==> config.mk <==
export PLATFORM = sky130hd
export DESIGN_NAME = ir_frame_pulse_generator_top
export DESIGN_NICKNAME = d
export VERILOG_FILES = /design/src/rtl/ifpg_pkg.sv /design/src/rtl/ir_frame_pulse_generator_top.sv
export SDC_FILE = /design/constraint.sdc
export NUM_CORES = 1
export LEC_CHECK = 0
export ABC_AREA = 1
export BUFFER_PORTS_ARGS = -buffer_cell sky130_fd_sc_hd__buf_2
export CAP_MARGIN = 20
export CORE_MARGIN = 3
export CORE_UTILIZATION = 50
export CTS_BUF_LIST = sky130_fd_sc_hd__clkbuf_8
export DETAILED_ROUTE_END_ITERATION = 6
export HOLD_SLACK_MARGIN = 0.03
export PLACE_DENSITY = 0.66
export SYNTH_ARGS = -nofsm -noshare
export SYNTH_HDL_FRONTEND = slang
export SYNTH_SLANG_ARGS = --single-unit
==> constraint.sdc <==
create_clock -name i_clk -period 8 [get_ports i_clk]
set_clock_uncertainty 0.05 [all_clocks]
set_input_delay 0.8 -clock i_clk [delete_from_list [all_inputs] [get_ports i_clk]]
set_output_delay 0.8 -clock i_clk [all_outputs]
set_load 0.02 [all_outputs]
==> src/rtl/ifpg_pkg.sv <==
// shared constants for the infrared frame pulse generator
package ifpg_pkg;

    // operation codes of an input transaction
    localparam logic OP_TICK  = 1'b0;
    localparam logic OP_START = 1'b1;

    // field and register widths
    localparam int unsigned WORD_IN_W  = 16;
    localparam int unsigned DUR_W      = 16;
    localparam int unsigned GAP_W      = 17;
    localparam int unsigned TICK_W     = 17;
    localparam int unsigned CFG_IDX_W  = 3;
    localparam int unsigned CFG_DATA_W = 17;
    localparam int unsigned PHASE_W    = 3;

    // configuration register indexes
    localparam logic [CFG_IDX_W-1:0] REG_PRE_MARK  = 3'd0;
    localparam logic [CFG_IDX_W-1:0] REG_PRE_SPACE = 3'd1;
    localparam logic [CFG_IDX_W-1:0] REG_LONG_MARK = 3'd2;
    localparam logic [CFG_IDX_W-1:0] REG_SHORT     = 3'd3;
    localparam logic [CFG_IDX_W-1:0] REG_GAP       = 3'd4;
    localparam logic [CFG_IDX_W-1:0] REG_HEADER    = 3'd5;

    // register reset values
    localparam logic [DUR_W-1:0]     RST_PRE_MARK  = 16'd3600;
    localparam logic [DUR_W-1:0]     RST_PRE_SPACE = 16'd1200;
    localparam logic [DUR_W-1:0]     RST_LONG_MARK = 16'd1200;
    localparam logic [DUR_W-1:0]     RST_SHORT     = 16'd440;
    localparam logic [GAP_W-1:0]     RST_GAP       = 17'd73000;
    localparam logic [WORD_IN_W-1:0] RST_HEADER    = 16'h2002;

    // frame phases
    localparam logic [PHASE_W-1:0] PH_IDLE      = 3'd0;
    localparam logic [PHASE_W-1:0] PH_PRE_MARK  = 3'd1;
    localparam logic [PHASE_W-1:0] PH_PRE_SPACE = 3'd2;
    localparam logic [PHASE_W-1:0] PH_BIT_MARK  = 3'd3;
    localparam logic [PHASE_W-1:0] PH_BIT_SPACE = 3'd4;
    localparam logic [PHASE_W-1:0] PH_GAP       = 3'd5;

endpackage

==> src/rtl/ir_frame_pulse_generator_top.sv <==
// infrared frame pulse generator: phase sequencer driven by tick transactions
//
//   channel  | direction | handshake          | payload
//   ---------+-----------+--------------------+---------------------------------------------
//   input    | in        | i_valid / o_stall  | i_operation, i_device_id, i_command_code
//   result   | out       | o_valid / i_stall  | o_carrier_on, o_busy_res, o_frame_done,
//            |           |                    | o_start_rejected
//   config   | in        | i_cfg_wr_en        | i_cfg_index, i_cfg_wdata
//
// Each input transaction updates the phase state and the result register at the
// edge that accepts it, so one transaction per clock while the result is not stalled.
// The result appears on the cycle after acceptance and is held while i_stall is high;
// input is taken again as soon as the held result leaves or in the same cycle.
// Synchronous active-low reset returns to idle with the default register values.
module ir_frame_pulse_generator_top #(
    parameter int unsigned WORD_BITS = 16
) (
    input  logic                            i_clk,
    input  logic                            i_rst_n,
    // configuration port
    input  logic                            i_cfg_wr_en,
    input  logic [ifpg_pkg::CFG_IDX_W-1:0]  i_cfg_index,
    input  logic [ifpg_pkg::CFG_DATA_W-1:0] i_cfg_wdata,
    // input channel
    input  logic                            i_valid,
    output logic                            o_stall,
    input  logic                            i_operation,
    input  logic [ifpg_pkg::WORD_IN_W-1:0]  i_device_id,
    input  logic [ifpg_pkg::WORD_IN_W-1:0]  i_command_code,
    // result channel
    output logic                            o_valid,
    input  logic                            i_stall,
    output logic                            o_carrier_on,
    output logic                            o_busy_res,
    output logic                            o_frame_done,
    output logic                            o_start_rejected
);

    localparam int unsigned FRAME_LEN = 3 * WORD_BITS;
    localparam int unsigned CNT_W     = $clog2(FRAME_LEN);
    localparam logic [CNT_W-1:0] LAST_BIT = CNT_W'(FRAME_LEN - 1);

    // zero duration counts as one tick
    function automatic logic [ifpg_pkg::TICK_W-1:0] f_min1(
        input logic [ifpg_pkg::TICK_W-1:0] v
    );
        f_min1 = (v == '0) ? ifpg_pkg::TICK_W'(1) : v;
    endfunction

    // configuration registers
    logic [ifpg_pkg::DUR_W-1:0]     r_pre_mark;
    logic [ifpg_pkg::DUR_W-1:0]     r_pre_space;
    logic [ifpg_pkg::DUR_W-1:0]     r_long_mark;
    logic [ifpg_pkg::DUR_W-1:0]     r_short;
    logic [ifpg_pkg::GAP_W-1:0]     r_gap;
    logic [ifpg_pkg::WORD_IN_W-1:0] r_header;

    // sequencer state
    logic [ifpg_pkg::PHASE_W-1:0] r_phase, n_phase;
    logic [ifpg_pkg::TICK_W-1:0]  r_ticks, n_ticks;
    logic [CNT_W-1:0]             r_bit_cnt, n_bit_cnt;
    logic [FRAME_LEN-1:0]         r_frame, n_frame;

    // result register
    logic r_out_valid;
    logic r_carrier, r_busy, r_done, r_rejected;
    logic n_done, n_rejected;

    logic                        in_accept;
    logic [ifpg_pkg::TICK_W-1:0] ticks_dec;
    logic [ifpg_pkg::TICK_W-1:0] short_ticks;
    logic [ifpg_pkg::TICK_W-1:0] long_ticks;

    // input is taken while the result register is empty or being drained
    assign o_stall   = r_out_valid & i_stall;
    assign in_accept = i_valid & ~o_stall;

    assign ticks_dec   = (r_ticks != '0) ? r_ticks - ifpg_pkg::TICK_W'(1) : '0;
    assign short_ticks = f_min1(ifpg_pkg::TICK_W'(r_short));
    assign long_ticks  = f_min1(ifpg_pkg::TICK_W'(r_long_mark));

    // configuration writes
    always_ff @(posedge i_clk) begin
        if (!i_rst_n) begin
            r_pre_mark  <= ifpg_pkg::RST_PRE_MARK;
            r_pre_space <= ifpg_pkg::RST_PRE_SPACE;
            r_long_mark <= ifpg_pkg::RST_LONG_MARK;
            r_short     <= ifpg_pkg::RST_SHORT;
            r_gap       <= ifpg_pkg::RST_GAP;
            r_header    <= ifpg_pkg::RST_HEADER;
        end else if (i_cfg_wr_en) begin
            case (i_cfg_index)
                ifpg_pkg::REG_PRE_MARK:  r_pre_mark  <= i_cfg_wdata[ifpg_pkg::DUR_W-1:0];
                ifpg_pkg::REG_PRE_SPACE: r_pre_space <= i_cfg_wdata[ifpg_pkg::DUR_W-1:0];
                ifpg_pkg::REG_LONG_MARK: r_long_mark <= i_cfg_wdata[ifpg_pkg::DUR_W-1:0];
                ifpg_pkg::REG_SHORT:     r_short     <= i_cfg_wdata[ifpg_pkg::DUR_W-1:0];
                ifpg_pkg::REG_GAP:       r_gap       <= i_cfg_wdata[ifpg_pkg::GAP_W-1:0];
                ifpg_pkg::REG_HEADER:    r_header    <= i_cfg_wdata[ifpg_pkg::WORD_IN_W-1:0];
                default: ;
            endcase
        end
    end

    // next phase, count and frame for one transaction
    always_comb begin
        n_phase    = r_phase;
        n_ticks    = r_ticks;
        n_bit_cnt  = r_bit_cnt;
        n_frame    = r_frame;
        n_done     = 1'b0;
        n_rejected = 1'b0;
        if (i_operation == ifpg_pkg::OP_START) begin
            if (r_phase != ifpg_pkg::PH_IDLE) begin
                n_rejected = 1'b1;
            end else begin
                n_frame   = {WORD_BITS'(i_command_code), WORD_BITS'(i_device_id),
                             WORD_BITS'(r_header)};
                n_bit_cnt = '0;
                n_phase   = ifpg_pkg::PH_PRE_MARK;
                n_ticks   = f_min1(ifpg_pkg::TICK_W'(r_pre_mark));
            end
        end else if (r_phase != ifpg_pkg::PH_IDLE) begin
            n_ticks = ticks_dec;
            if (ticks_dec == '0) begin
                case (r_phase)
                    ifpg_pkg::PH_PRE_MARK: begin
                        n_phase = ifpg_pkg::PH_PRE_SPACE;
                        n_ticks = f_min1(ifpg_pkg::TICK_W'(r_pre_space));
                    end
                    ifpg_pkg::PH_PRE_SPACE: begin
                        n_bit_cnt = '0;
                        n_phase   = ifpg_pkg::PH_BIT_MARK;
                        n_ticks   = r_frame[0] ? long_ticks : short_ticks;
                    end
                    ifpg_pkg::PH_BIT_MARK: begin
                        n_phase = ifpg_pkg::PH_BIT_SPACE;
                        n_ticks = short_ticks;
                    end
                    ifpg_pkg::PH_BIT_SPACE: begin
                        if (r_bit_cnt == LAST_BIT) begin
                            n_phase = ifpg_pkg::PH_GAP;
                            n_ticks = f_min1(r_gap);
                        end else begin
                            // next bit moves to the bottom of the frame shifter
                            n_bit_cnt = r_bit_cnt + CNT_W'(1);
                            n_frame   = r_frame >> 1;
                            n_phase   = ifpg_pkg::PH_BIT_MARK;
                            n_ticks   = r_frame[1] ? long_ticks : short_ticks;
                        end
                    end
                    ifpg_pkg::PH_GAP: begin
                        n_phase   = ifpg_pkg::PH_IDLE;
                        n_ticks   = '0;
                        n_bit_cnt = '0;
                        n_done    = 1'b1;
                    end
                    default: begin
                        n_phase = ifpg_pkg::PH_IDLE;
                        n_ticks = '0;
                    end
                endcase
            end
        end
    end

    // sequencer state update
    always_ff @(posedge i_clk) begin
        if (!i_rst_n) begin
            r_phase   <= ifpg_pkg::PH_IDLE;
            r_ticks   <= '0;
            r_bit_cnt <= '0;
        end else if (in_accept) begin
            r_phase   <= n_phase;
            r_ticks   <= n_ticks;
            r_bit_cnt <= n_bit_cnt;
        end
    end

    // frame shifter
    always_ff @(posedge i_clk) begin
        if (in_accept) begin
            r_frame <= n_frame;
        end
    end

    // result valid
    always_ff @(posedge i_clk) begin
        if (!i_rst_n) begin
            r_out_valid <= 1'b0;
        end else if (in_accept) begin
            r_out_valid <= 1'b1;
        end else if (!i_stall) begin
            r_out_valid <= 1'b0;
        end
    end

    // result payload
    always_ff @(posedge i_clk) begin
        if (in_accept) begin
            r_carrier  <= (n_phase == ifpg_pkg::PH_PRE_MARK) ||
                          (n_phase == ifpg_pkg::PH_BIT_MARK);
            r_busy     <= (n_phase != ifpg_pkg::PH_IDLE);
            r_done     <= n_done;
            r_rejected <= n_rejected;
        end
    end

    assign o_valid          = r_out_valid;
    assign o_carrier_on     = r_carrier;
    assign o_busy_res       = r_busy;
    assign o_frame_done     = r_done;
    assign o_start_rejected = r_rejected;

endmodule

==> results of run 1 <==
[layout make-up]
cell class                      instances  area [um2]
Clock inverter                         14         141
Fill cell                            1660        7270
Multi-Input combinational cell        877        4010
Tap cell                              220         275
Timing Repair Buffer                   72         383
Clock buffer                           18         248
Sequential cell                       176        4040
Inverter                              119         448
[worst max-delay path, delay by kind of cell]
kind                       cells  cell delay [ns]
and+or+nand+nor                4             1.71
AOI/OAI and AO/OA              1             0.13
buffers and inverters          5             1.14
adders and majority gates      1             0.39
[report_power, final]
part | internal [mW] | leakage [nW] | switching [mW]
registers | 0.957 | 1.49 | 0.0290
logic | 0.167 | 2.71 | 0.367
clock network | 0.285 | 0.190 | 0.335
total | 1.41 | 4.39 | 0.730
[cells by family (layout without fill, tap and decap cells)]
logic type	count (synthesis)	in the layout	synth area share
buffers and inverters	172	223	0.0759
xor gates and xnor gates	5	5	0.00503
DFF	176	176	0.465
and+or+nand+nor	692	692	0.340
AOI/OAI and AO/OA	176	176	0.108
adders and majority gates	4	4	0.00575
[routing by layer]
metal  track usage  wire, um
met4        0.0955       661
met1         0.367     11400
met2         0.389     10500
met3        0.0533      1520
met5             0         0
[metrics by stage]
| stage | setup slack [ns] | utilization | hold slack, ns |
|---|---|---|---|
| floorplan | 1.99 | - | 0.379 |
| global placement | 3.82 | 0.544 | 0.394 |
| detailed placement | 3.71 | 0.544 | 0.397 |
| CTS | 4.19 | 0.567 | 0.419 |
| global route | 3.78 | 0.568 | 0.443 |
| finish | 4.16 | 0.568 | 0.418 |
[how the worst max path moves through the flow]
| stage | end | cells after the start | start |
|---|---|---|---|
| after detailed placement | r_ticks[13]$_SDFFE_PN0P_ | 11 | i_operation |
| after floorplan | r_frame[0]$_DFFE_PP_ | 13 | r_ticks[0]$_SDFFE_PN0P_ |
| final | r_ticks[13]$_SDFFE_PN0P_ | 11 | i_operation |
| after CTS | r_ticks[13]$_SDFFE_PN0P_ | 11 | i_operation |
| after global placement | r_ticks[13]$_SDFFE_PN0P_ | 11 | i_operation |
| after global routing | r_ticks[6]$_SDFFE_PN0P_ | 11 | i_operation |
[state kept, by name (all words and copies together), names as in the netlist, 6 cells and up]
name / count
r_pre_mark: 16
r_ticks: 17
r_header: 16
r_long_mark: 16
r_gap: 17
r_bit_cnt: 6
r_pre_space: 16
r_frame: 48
r_short: 16
[synth_stat cells (2+ instances only)]
cell type / instances / area share
nand2_1: 380 / 0.16
o22ai_1: 2 / 0.0014
ha_1: 4 / 0.0057
nor2_4: 2 / 0.0026
nand3_1: 76 / 0.044
buf_2: 2 / 0.0011
nor2_1: 156 / 0.067
nand4_1: 33 / 0.024
nand3_2: 3 / 0.0034
o21bai_1: 2 / 0.0017
inv_2: 2 / 0.00086
dfxtp_1: 124 / 0.29
nand2_4: 3 / 0.0039
or2_2: 4 / 0.0029
buf_1: 4 / 0.0017
nor2_2: 5 / 0.0036
edfxtp_1: 52 / 0.18
o211ai_1: 10 / 0.0086
inv_1: 114 / 0.049
o21ai_0: 89 / 0.051
o31ai_1: 2 / 0.0017
nor4_1: 8 / 0.0057
clkinv_1: 2 / 0.00086
o2111ai_1: 2 / 0.0020
nor3_1: 6 / 0.0034
a21oi_1: 64 / 0.037
clkbuf_1: 45 / 0.019
nand3b_1: 10 / 0.0086
o21ai_1: 2 / 0.0011
xor2_1: 4 / 0.0040
==> flow_metrics.tcl, run 1 <==
set metrics [dict create \
    layout_common_cells "nand2_1 (380), nor2_1 (156), dfxtp_1 (124)" \
    grt_max_degree 96 \
    grt_pass1_vias 7210 \
    io_pins 64 \
    relSlewSlack 0.277 \
    dpl.hpwl_um 16800 \
    vias 7997 \
    post-route-cell-area_um2 9550 \
    dr.pass1.iters 5 \
    status "completed" \
    cp-end-kind "register" \
    ant_nets 0 \
    core_area_um2 16800 \
    p_per_area_nw_per_um2 224 \
    synth_nets 1287 \
    min-delay-start "r_header[13]$_SDFFE_PN1P_" \
    async_reset_ff_frac 0 \
    hold_end "r_header[13]$_SDFFE_PN1P_" \
    syn_to_final_growth_pct 9.73 \
    drt_iter0_drc 706 \
    globalRouteOverflowTotal 0 \
    hold_viol 0 \
    fin_crit_sh 0.480 \
    vdd_drop_max_mv 0.121 \
    die_h_um 138 \
    netlist_area_um2 8700 \
    post_drt_via_cell_ratio 5.35 \
    syn_avg_cell_area_um2 7.11 \
    drive_gt1_frac 0.102 \
    start_kind "input pin" \
    crit_path_max_incr_delay_ns 1.01 \
    maxCapViolations 0 \
    die_area_um2 19000 \
    fmax_mhz 261 \
    ff2ff_path_depth 13 \
    cts.path.max_buffers 2 \
    numPortBuffers 63 \
    crit_chain "buf_2 > buf_4 > inv_2 > buf_4 > ha_1 > nand2_1 > nor2_1 > nand4_1 > nand2_1 > inv_1 > a21oi_1" \
    die_w_um 138 \
    postSynthCellCount 1225 \
    std_cell_rows 47 \
    path_max_fanout 78 \
    ys_types 43 \
    routedWlPerCell_um 16.1 \
    grt_use_total 0.258 \
    rsz0062_at_grt "no" \
    n_antenna_cell 0 \
    cts-hold-fix-buffers 0 \
    cts_htree_levels 4 \
    hold_depth 2 \
    grt_pass1_wl_um 37700 \
    postCtsSetupRepairBufs 0 \
    cts_tree "done" \
    cts-root-buf "clkbuf_8" \
    cts_sinks 176 \
    post_cts_resized 0 \
    cts_buffers 17 \
    ys_seq_area_frac 0.465 \
    cp_slowest_cell "nor2_1" \
    routed_wl_um 24000 \
    drc 0 \
    path_clk_slew_ns 0.10 \
    r2r_start "r_ticks[0]$_SDFFE_PN0P_" \
    required_ns 8.33 \
    finalMaxSlewViolations 0 \
    final_common_cell "nand2_1" \
    placed_area_um2 9160 \
    start_util 0.518 \
    hold_path.class "register to register" \
    synth_edf_count 52 \
    r2r-end "r_frame[13]$_DFFE_PP_" \
    insertion_delay_ns 0.46 \
    leakage_nw 4.39 \
    total_power_mw 2.14 \
    setup_violations 0 \
    tns_ns 0 \
    layout.nets 1325 \
    worst_slew_pin_slew_ns 1.08 \
    place.gp.congestion 0.945 \
    antenna_found_initial 0 \
    ys_ff_latch 176 \
    arrival_ns 4.17 \
    post-place-cells 1463 \
    ff2ff_setup_slack_ns 4.34 \
    period_minus_slack_ns 3.84 \
    critical_path_class "input pin to register" \
    synthFlopType "dfxtp_1" \
    final_cells 1496 \
    yosysWarnings 0 \
]
No activity file was read; power rests on OpenSTA's default activity.
==> inputs of run 2 (changes only) <==
==> constraint.sdc (replaced) <==
create_clock -name i_clk -period 4 [get_ports i_clk]
set_clock_uncertainty 0.05 [all_clocks]
set_input_delay 0.4 -clock i_clk [delete_from_list [all_inputs] [get_ports i_clk]]
set_output_delay 0.4 -clock i_clk [all_outputs]
set_load 0.02 [all_outputs]
==> run 2 against run 1 <==
Clock power is 110% higher. Core utilization rose by 0.71 points. Cell count up 0.40%. Count of clock-buffer cells in the layout is 1 lower. Worst hold slack worse by 0.29 ns. Die area unchanged. Worst setup slack lost 3.5 ns. Non-clock buffer count is 6 higher. Sequential cell count did not move. Register-to-register slack lost 3.6 ns.
==> flow_metrics.tcl, run 2 (synthesized netlist as in run 1, its figures left out) <==
set metrics [dict create \
    drive_gt1_frac 0.106 \
    hold_viol 0 \
    fin_crit_sh 0.825 \
    r2r_start "r_ticks[0]$_SDFFE_PN0P_" \
    antenna_found_initial 0 \
    p_per_area_nw_per_um2 454 \
    routed_wl_um 24300 \
    period_minus_slack_ns 3.30 \
    setup_violations 0 \
    postCtsSetupRepairBufs 0 \
    setup_ws_ns 0.700 \
    p_int_mw 2.85 \
    std_cell_rows 47 \
    top_register "r_frame" \
    reg_top3 "r_frame (48), r_gap (17), r_ticks (17)" \
    fmax_mhz 303 \
    status "completed" \
    critical_path_class "register to register" \
    arrival_ns 3.40 \
    hold_end "r_gap[16]$_SDFFE_PN1P_" \
    post_cts_resized 0 \
    min-delay-start "i_cfg_wdata[16]" \
    crit_path_max_incr_delay_ns 0.38 \
    finalMaxSlewViolations 0 \
    seqPwrFrac 0.449 \
    layout.nets 1331 \
    core_area_um2 16800 \
    crit_chain "inv_1 > ha_1 > nand2_2 > nor2_4 > nand3_4 > nand2_1 > nand2_1 > nor3_4 > nand2_4 > nand2_4 > o21ai_0 > a211oi_4 > buf_12" \
    grt_pass1_vias 7195 \
    post_drt_via_cell_ratio 5.35 \
    io_pins 64 \
    drc 0 \
    leakage_nw 4.46 \
    path_clk_slew_ns 0.10 \
    required_ns 4.10 \
    hold_depth 3 \
    cp-end-kind "register" \
    vdd_drop_max_mv 0.262 \
    multi_input_area_um2 4010 \
    n_antenna_cell 0 \
    largest_reg_flops 48 \
    hold_path.class "input pin to register" \
    die_w_um 138 \
    ff2ff_path_depth 13 \
    cts_sinks 176 \
    cts_buffers 17 \
    routedWlPerCell_um 16.2 \
    grt_use_total 0.261 \
    die_area_um2 19000 \
    drt_iter0_drc 779 \
    grt_pass1_wl_um 38200 \
    fillers 1686 \
    dr.pass1.iters 5 \
    syn_to_final_growth_pct 11.1 \
    vias 8037 \
    relSlewSlack 0.438 \
    dpl.hpwl_um 17300 \
    cts.path.max_buffers 2 \
    register_area_um2 4040 \
    p_clk_frac 0.303 \
    die_h_um 138 \
    placed_area_um2 9210 \
    rsz0062_at_grt "no" \
    maxCapViolations 0 \
    numPortBuffers 63 \
    globalRouteOverflowTotal 0 \
    dp_slack_ns 0.720 \
    switching_share 0.352 \
    total_power_mw 4.39 \
    start_util 0.518 \
    cts_tree "done" \
    ff2ff_setup_slack_ns 0.70 \
    path_max_fanout 48 \
    place.gp.congestion 0.903 \
    combPwrFrac 0.249 \
    p_switching_mw 1.54 \
    tns_ns 0 \
    r2r-end "r_frame[23]$_DFFE_PP_" \
    start_kind "register" \
    cp_slowest_cell "nor3_4" \
    ant_nets 0 \
    layout_common_cells "nand2_1 (380), nor2_1 (156), dfxtp_1 (124)" \
    cts-root-buf "clkbuf_8" \
    cts-hold-fix-buffers 0 \
    final_common_cell "nand2_1" \
    insertion_delay_ns 0.47 \
    worst_slew_pin_slew_ns 0.843 \
    post-route-cell-area_um2 9670 \
    grt_max_degree 95 \
    cts_htree_levels 4 \
]
==> run 2: cell count changes in the layout (fill, tap and decap cells not counted), sizes merged <==
cell and change:
clkinvlp -4, inv +4, clkbuf -1, buf +6, clkinv +1
==> run 2: routing by layer <==
metal	global-route usage	up-vias	wire, um
li1	-	4062	-
met1	0.376	3672	11300
met2	0.394	253	10700
met3	0.0446	50	1530
met4	0.0928	0	723
met5	0	-	0
==> run 2: power groups by stage <==
| stage | clock [mW] | combinational [mW] | sequential, mW |
|---|---|---|---|
| 2_1_floorplan | 0 | 0.803 | 2.00 |
| 3_3_place_gp | 0 | 1.08 | 2.01 |
| 3_5_place_dp | 0 | 1.08 | 2.01 |
| 4_1_cts | 1.35 | 1.08 | 1.97 |
| 5_1_grt | 1.42 | 1.23 | 1.98 |
| 6_report | 1.33 | 1.09 | 1.97 |
==> run 2: worst max-delay path, delay by kind of cell, from the launching register on <==
kind	cells	cell delay [ns]
AOI/OAI and AO/OA	2	0.38
and+or+nand+nor	8	1.57
buffers and inverters	2	0.42
adders and majority gates	1	0.22
DFF	1	0.32
==> run 2: layout make-up <==
type / instances / share of cell area
Inverter: 119 / 0.0463
Clock inverter: 15 / 0.0203
Tap cell: 220 / 0.0285
Sequential cell: 176 / 0.418
Timing Repair Buffer: 78 / 0.0476
Clock buffer: 17 / 0.0242
Multi-Input combinational cell: 877 / 0.415
==> run 2: worst max path at each step <==
stage                                        from               endpoint  slack, ns  depth (start not counted)
after floorplan           r_ticks[0]$_SDFFE_PN0P_   r_frame[0]$_DFFE_PP_       0.33                         13
after global placement    r_ticks[0]$_SDFFE_PN0P_  r_frame[17]$_DFFE_PP_       0.79                         13
after detailed placement  r_ticks[0]$_SDFFE_PN0P_  r_frame[32]$_DFFE_PP_       0.72                         13
after CTS                 r_ticks[0]$_SDFFE_PN0P_  r_frame[25]$_DFFE_PP_       0.72                         13
after global routing      r_ticks[0]$_SDFFE_PN0P_   r_frame[7]$_DFFE_PP_       0.41                         13
final                     r_ticks[0]$_SDFFE_PN0P_  r_frame[23]$_DFFE_PP_       0.70                         13
==> run 2: metrics by stage <==
stage	cells	hold slack [ns]	utilization
final	1502	0.128	0.575
after global placement	1469	0.393	0.548
after floorplan	1225	0.379	-
after global routing	1502	0.132	0.575
after detailed placement	1469	0.397	0.548
after CTS	1501	0.105	0.573
==> inputs of run 3 (changes only) <==
--- a/config.mk
+++ b/config.mk
@@ -13,7 +13,7 @@
 export CTS_BUF_LIST = sky130_fd_sc_hd__clkbuf_8
 export DETAILED_ROUTE_END_ITERATION = 6
 export HOLD_SLACK_MARGIN = 0.03
-export PLACE_DENSITY = 0.66
+export PLACE_DENSITY = 0.69
 export SYNTH_ARGS = -nofsm -noshare
 export SYNTH_HDL_FRONTEND = slang
 export SYNTH_SLANG_ARGS = --single-unit
==> constraint.sdc (replaced) <==
create_clock -name i_clk -period 2.94 [get_ports i_clk]
set_clock_uncertainty 0.05 [all_clocks]
set_input_delay 0.294 -clock i_clk [delete_from_list [all_inputs] [get_ports i_clk]]
set_output_delay 0.294 -clock i_clk [all_outputs]
set_load 0.02 [all_outputs]
==> run 3 against run 2 <==
Core utilization increased by 1.8 points. Register-to-register slack got worse by 0.53 ns. Final area increased by 3.2%. Largest power group unchanged.
==> flow_metrics.tcl, run 3 (synthesized netlist as in run 1, its figures left out) <==
set metrics [dict create \
    status "completed" \
    path_clk_slew_ns 0.09 \
    final_common_cell "nand2_1" \
    crit_chain "ha_1 > nand3_1 > nor2_1 > inv_1 > nand2_1 > o21ai_1 > nand3_1 > nand4_1 > nand4_1 > nand2_1 > inv_1 > a21oi_1" \
    routedWlPerCell_um 16.2 \
    period_minus_slack_ns 2.77 \
    fin_crit_sh 0.941 \
    rsz0062_at_grt "no" \
    total_power_mw 6.02 \
    io_pins 64 \
    post-route-cell-area_um2 9980 \
    cp_slowest_cell "o21ai_1" \
    numPortBuffers 63 \
    multi_input_area_um2 4050 \
    path_buf_inv 2 \
    crit_path_max_incr_delay_ns 0.94 \
    place.gp.congestion 0.951 \
    cts.path.max_buffers 2 \
    fillers 1641 \
    insertion_delay_ns 0.47 \
    start_util 0.518 \
    routed_wl_um 24900 \
    start_kind "register" \
    layout.nets 1366 \
    top_register "r_frame" \
    grt_pass1_vias 7256 \
    setup_ws_ns 0.174 \
    cts_buffers 17 \
    vias 8251 \
    required_ns 3.28 \
    ant_nets 0 \
    cts-root-buf "clkbuf_8" \
    maxCapViolations 0 \
    post_drt_via_cell_ratio 5.37 \
    syn_to_final_growth_pct 14.6 \
    post-route-util 0.593 \
    hold_path.class "input pin to register" \
    grt_max_degree 95 \
    drt_iter0_drc 913 \
    core_area_um2 16800 \
    hold_viol 0 \
    die_w_um 138 \
    placed_area_um2 9350 \
    antenna_found_initial 0 \
    grt_pass1_wl_um 38400 \
    vdd_drop_max_mv 0.356 \
    cp-end-kind "register" \
    fmax_mhz 361 \
    path_max_fanout 15 \
    die_area_um2 19000 \
    dp_slack_ns 0.117 \
    setup_violations 0 \
    die_h_um 138 \
    std_cell_rows 47 \
    arrival_ns 3.11 \
    finalMaxSlewViolations 0 \
    critical_path_class "register to register" \
    p_per_area_nw_per_um2 603 \
    cts_htree_levels 4 \
    tns_ns 0 \
    register_area_um2 4040 \
    relSlewSlack 0.190 \
    dr.pass1.iters 5 \
    drive_gt1_frac 0.126 \
    cpLargestDelayFamily "compound AO/OA/AOI/OAI gates" \
    cts_tree "done" \
    n_antenna_cell 0 \
    grt_use_total 0.263 \
    reg_top3 "r_frame (48), r_gap (17), r_ticks (17)" \
    dpl.hpwl_um 17500 \
    globalRouteOverflowTotal 0 \
    worst_slew_pin_slew_ns 1.21 \
    drc 0 \
    cts_sinks 176 \
    layout_common_cells "nand2_1 (380), nor2_1 (155), dfxtp_1 (124)" \
    leakage_nw 4.62 \
    largest_reg_flops 48 \
]
run 3: cell types whose count changed in the layout (fill, tap and decap cells not counted), moves of 2 or more:
cell and change:
inv_1 -2, nand3_1 -2, dlygate4sd3_1 +12, clkinv_4 +3, nand3_2 +2, inv_2 +2
buf_4 +21, clkinv_8 -3
run 3: power breakdown:
part / leakage [nW] / total [mW] / switching (mW) / internal, mW
Sequential: 1.49 / 2.68 / 0.0757 / 2.60
Clock: 0.194 / 1.68 / 0.977 / 0.702
Combinational: 2.93 / 1.66 / 1.08 / 0.580
run 3: layer usage:
metal	global-route usage	wire length, um	up-vias
met3	0.0396	1570	32
li1	-	-	4149
met5	0	0	-
met4	0.0670	451	0
met1	0.394	11700	3777
met2	0.400	11200	293
run 3: cell type report:
type	count	share of cell area
Sequential cell	176	0.405
Clock buffer	17	0.0234
Timing Repair Buffer	113	0.0771
Inverter	119	0.0449
Multi-Input combinational cell	877	0.406
Tap cell	220	0.0276
Clock inverter	15	0.0154
run 3: worst paths after layout:
kind                                                 end  slack (ns)  depth (start not counted)                      start
worst max-delay path             r_ticks[7]$_SDFFE_PN0P_        0.17                         12  r_bit_cnt[0]$_SDFFE_PN0P_
worst min register to register  r_header[1]$_SDFFE_PN1P_        0.43                          2   r_header[1]$_SDFFE_PN1P_
worst max register to register   r_ticks[7]$_SDFFE_PN0P_        0.17                         12  r_bit_cnt[0]$_SDFFE_PN0P_
worst min-delay path               r_frame[43]$_DFFE_PP_        0.05                          3         i_command_code[11]
run 3: worst reg2reg max path, cell delays in order, from the launching register on:
cell and delay (ns):
dfxtp_1 0.35, ha_1 0.23, nand3_1 0.14, nor2_1 0.08
inv_1 0.09, nand2_1 0.11, o21ai_1 0.94, nand3_1 0.15
nand4_1 0.16, nand4_1 0.12, nand2_1 0.09, inv_1 0.04
a21oi_1 0.13
run 3: repair_timing:
action / in CTS / in global routing
gates resized for setup: 0 / 5
setup buffers: 0 / 6
hold buffers: 11 / 1
hold endpoints to repair: 11 / 1
setup endpoints to repair: 0 / 48
run 3: through the flow:
stage	std cells	hold WS (ns)
2_1_floorplan	1225	0.370
3_3_place_gp	1484	0.392
3_5_place_dp	1484	0.403
4_1_cts	1527	0.0305
5_1_grt	1537	0.0330
6_report	1537	0.0477
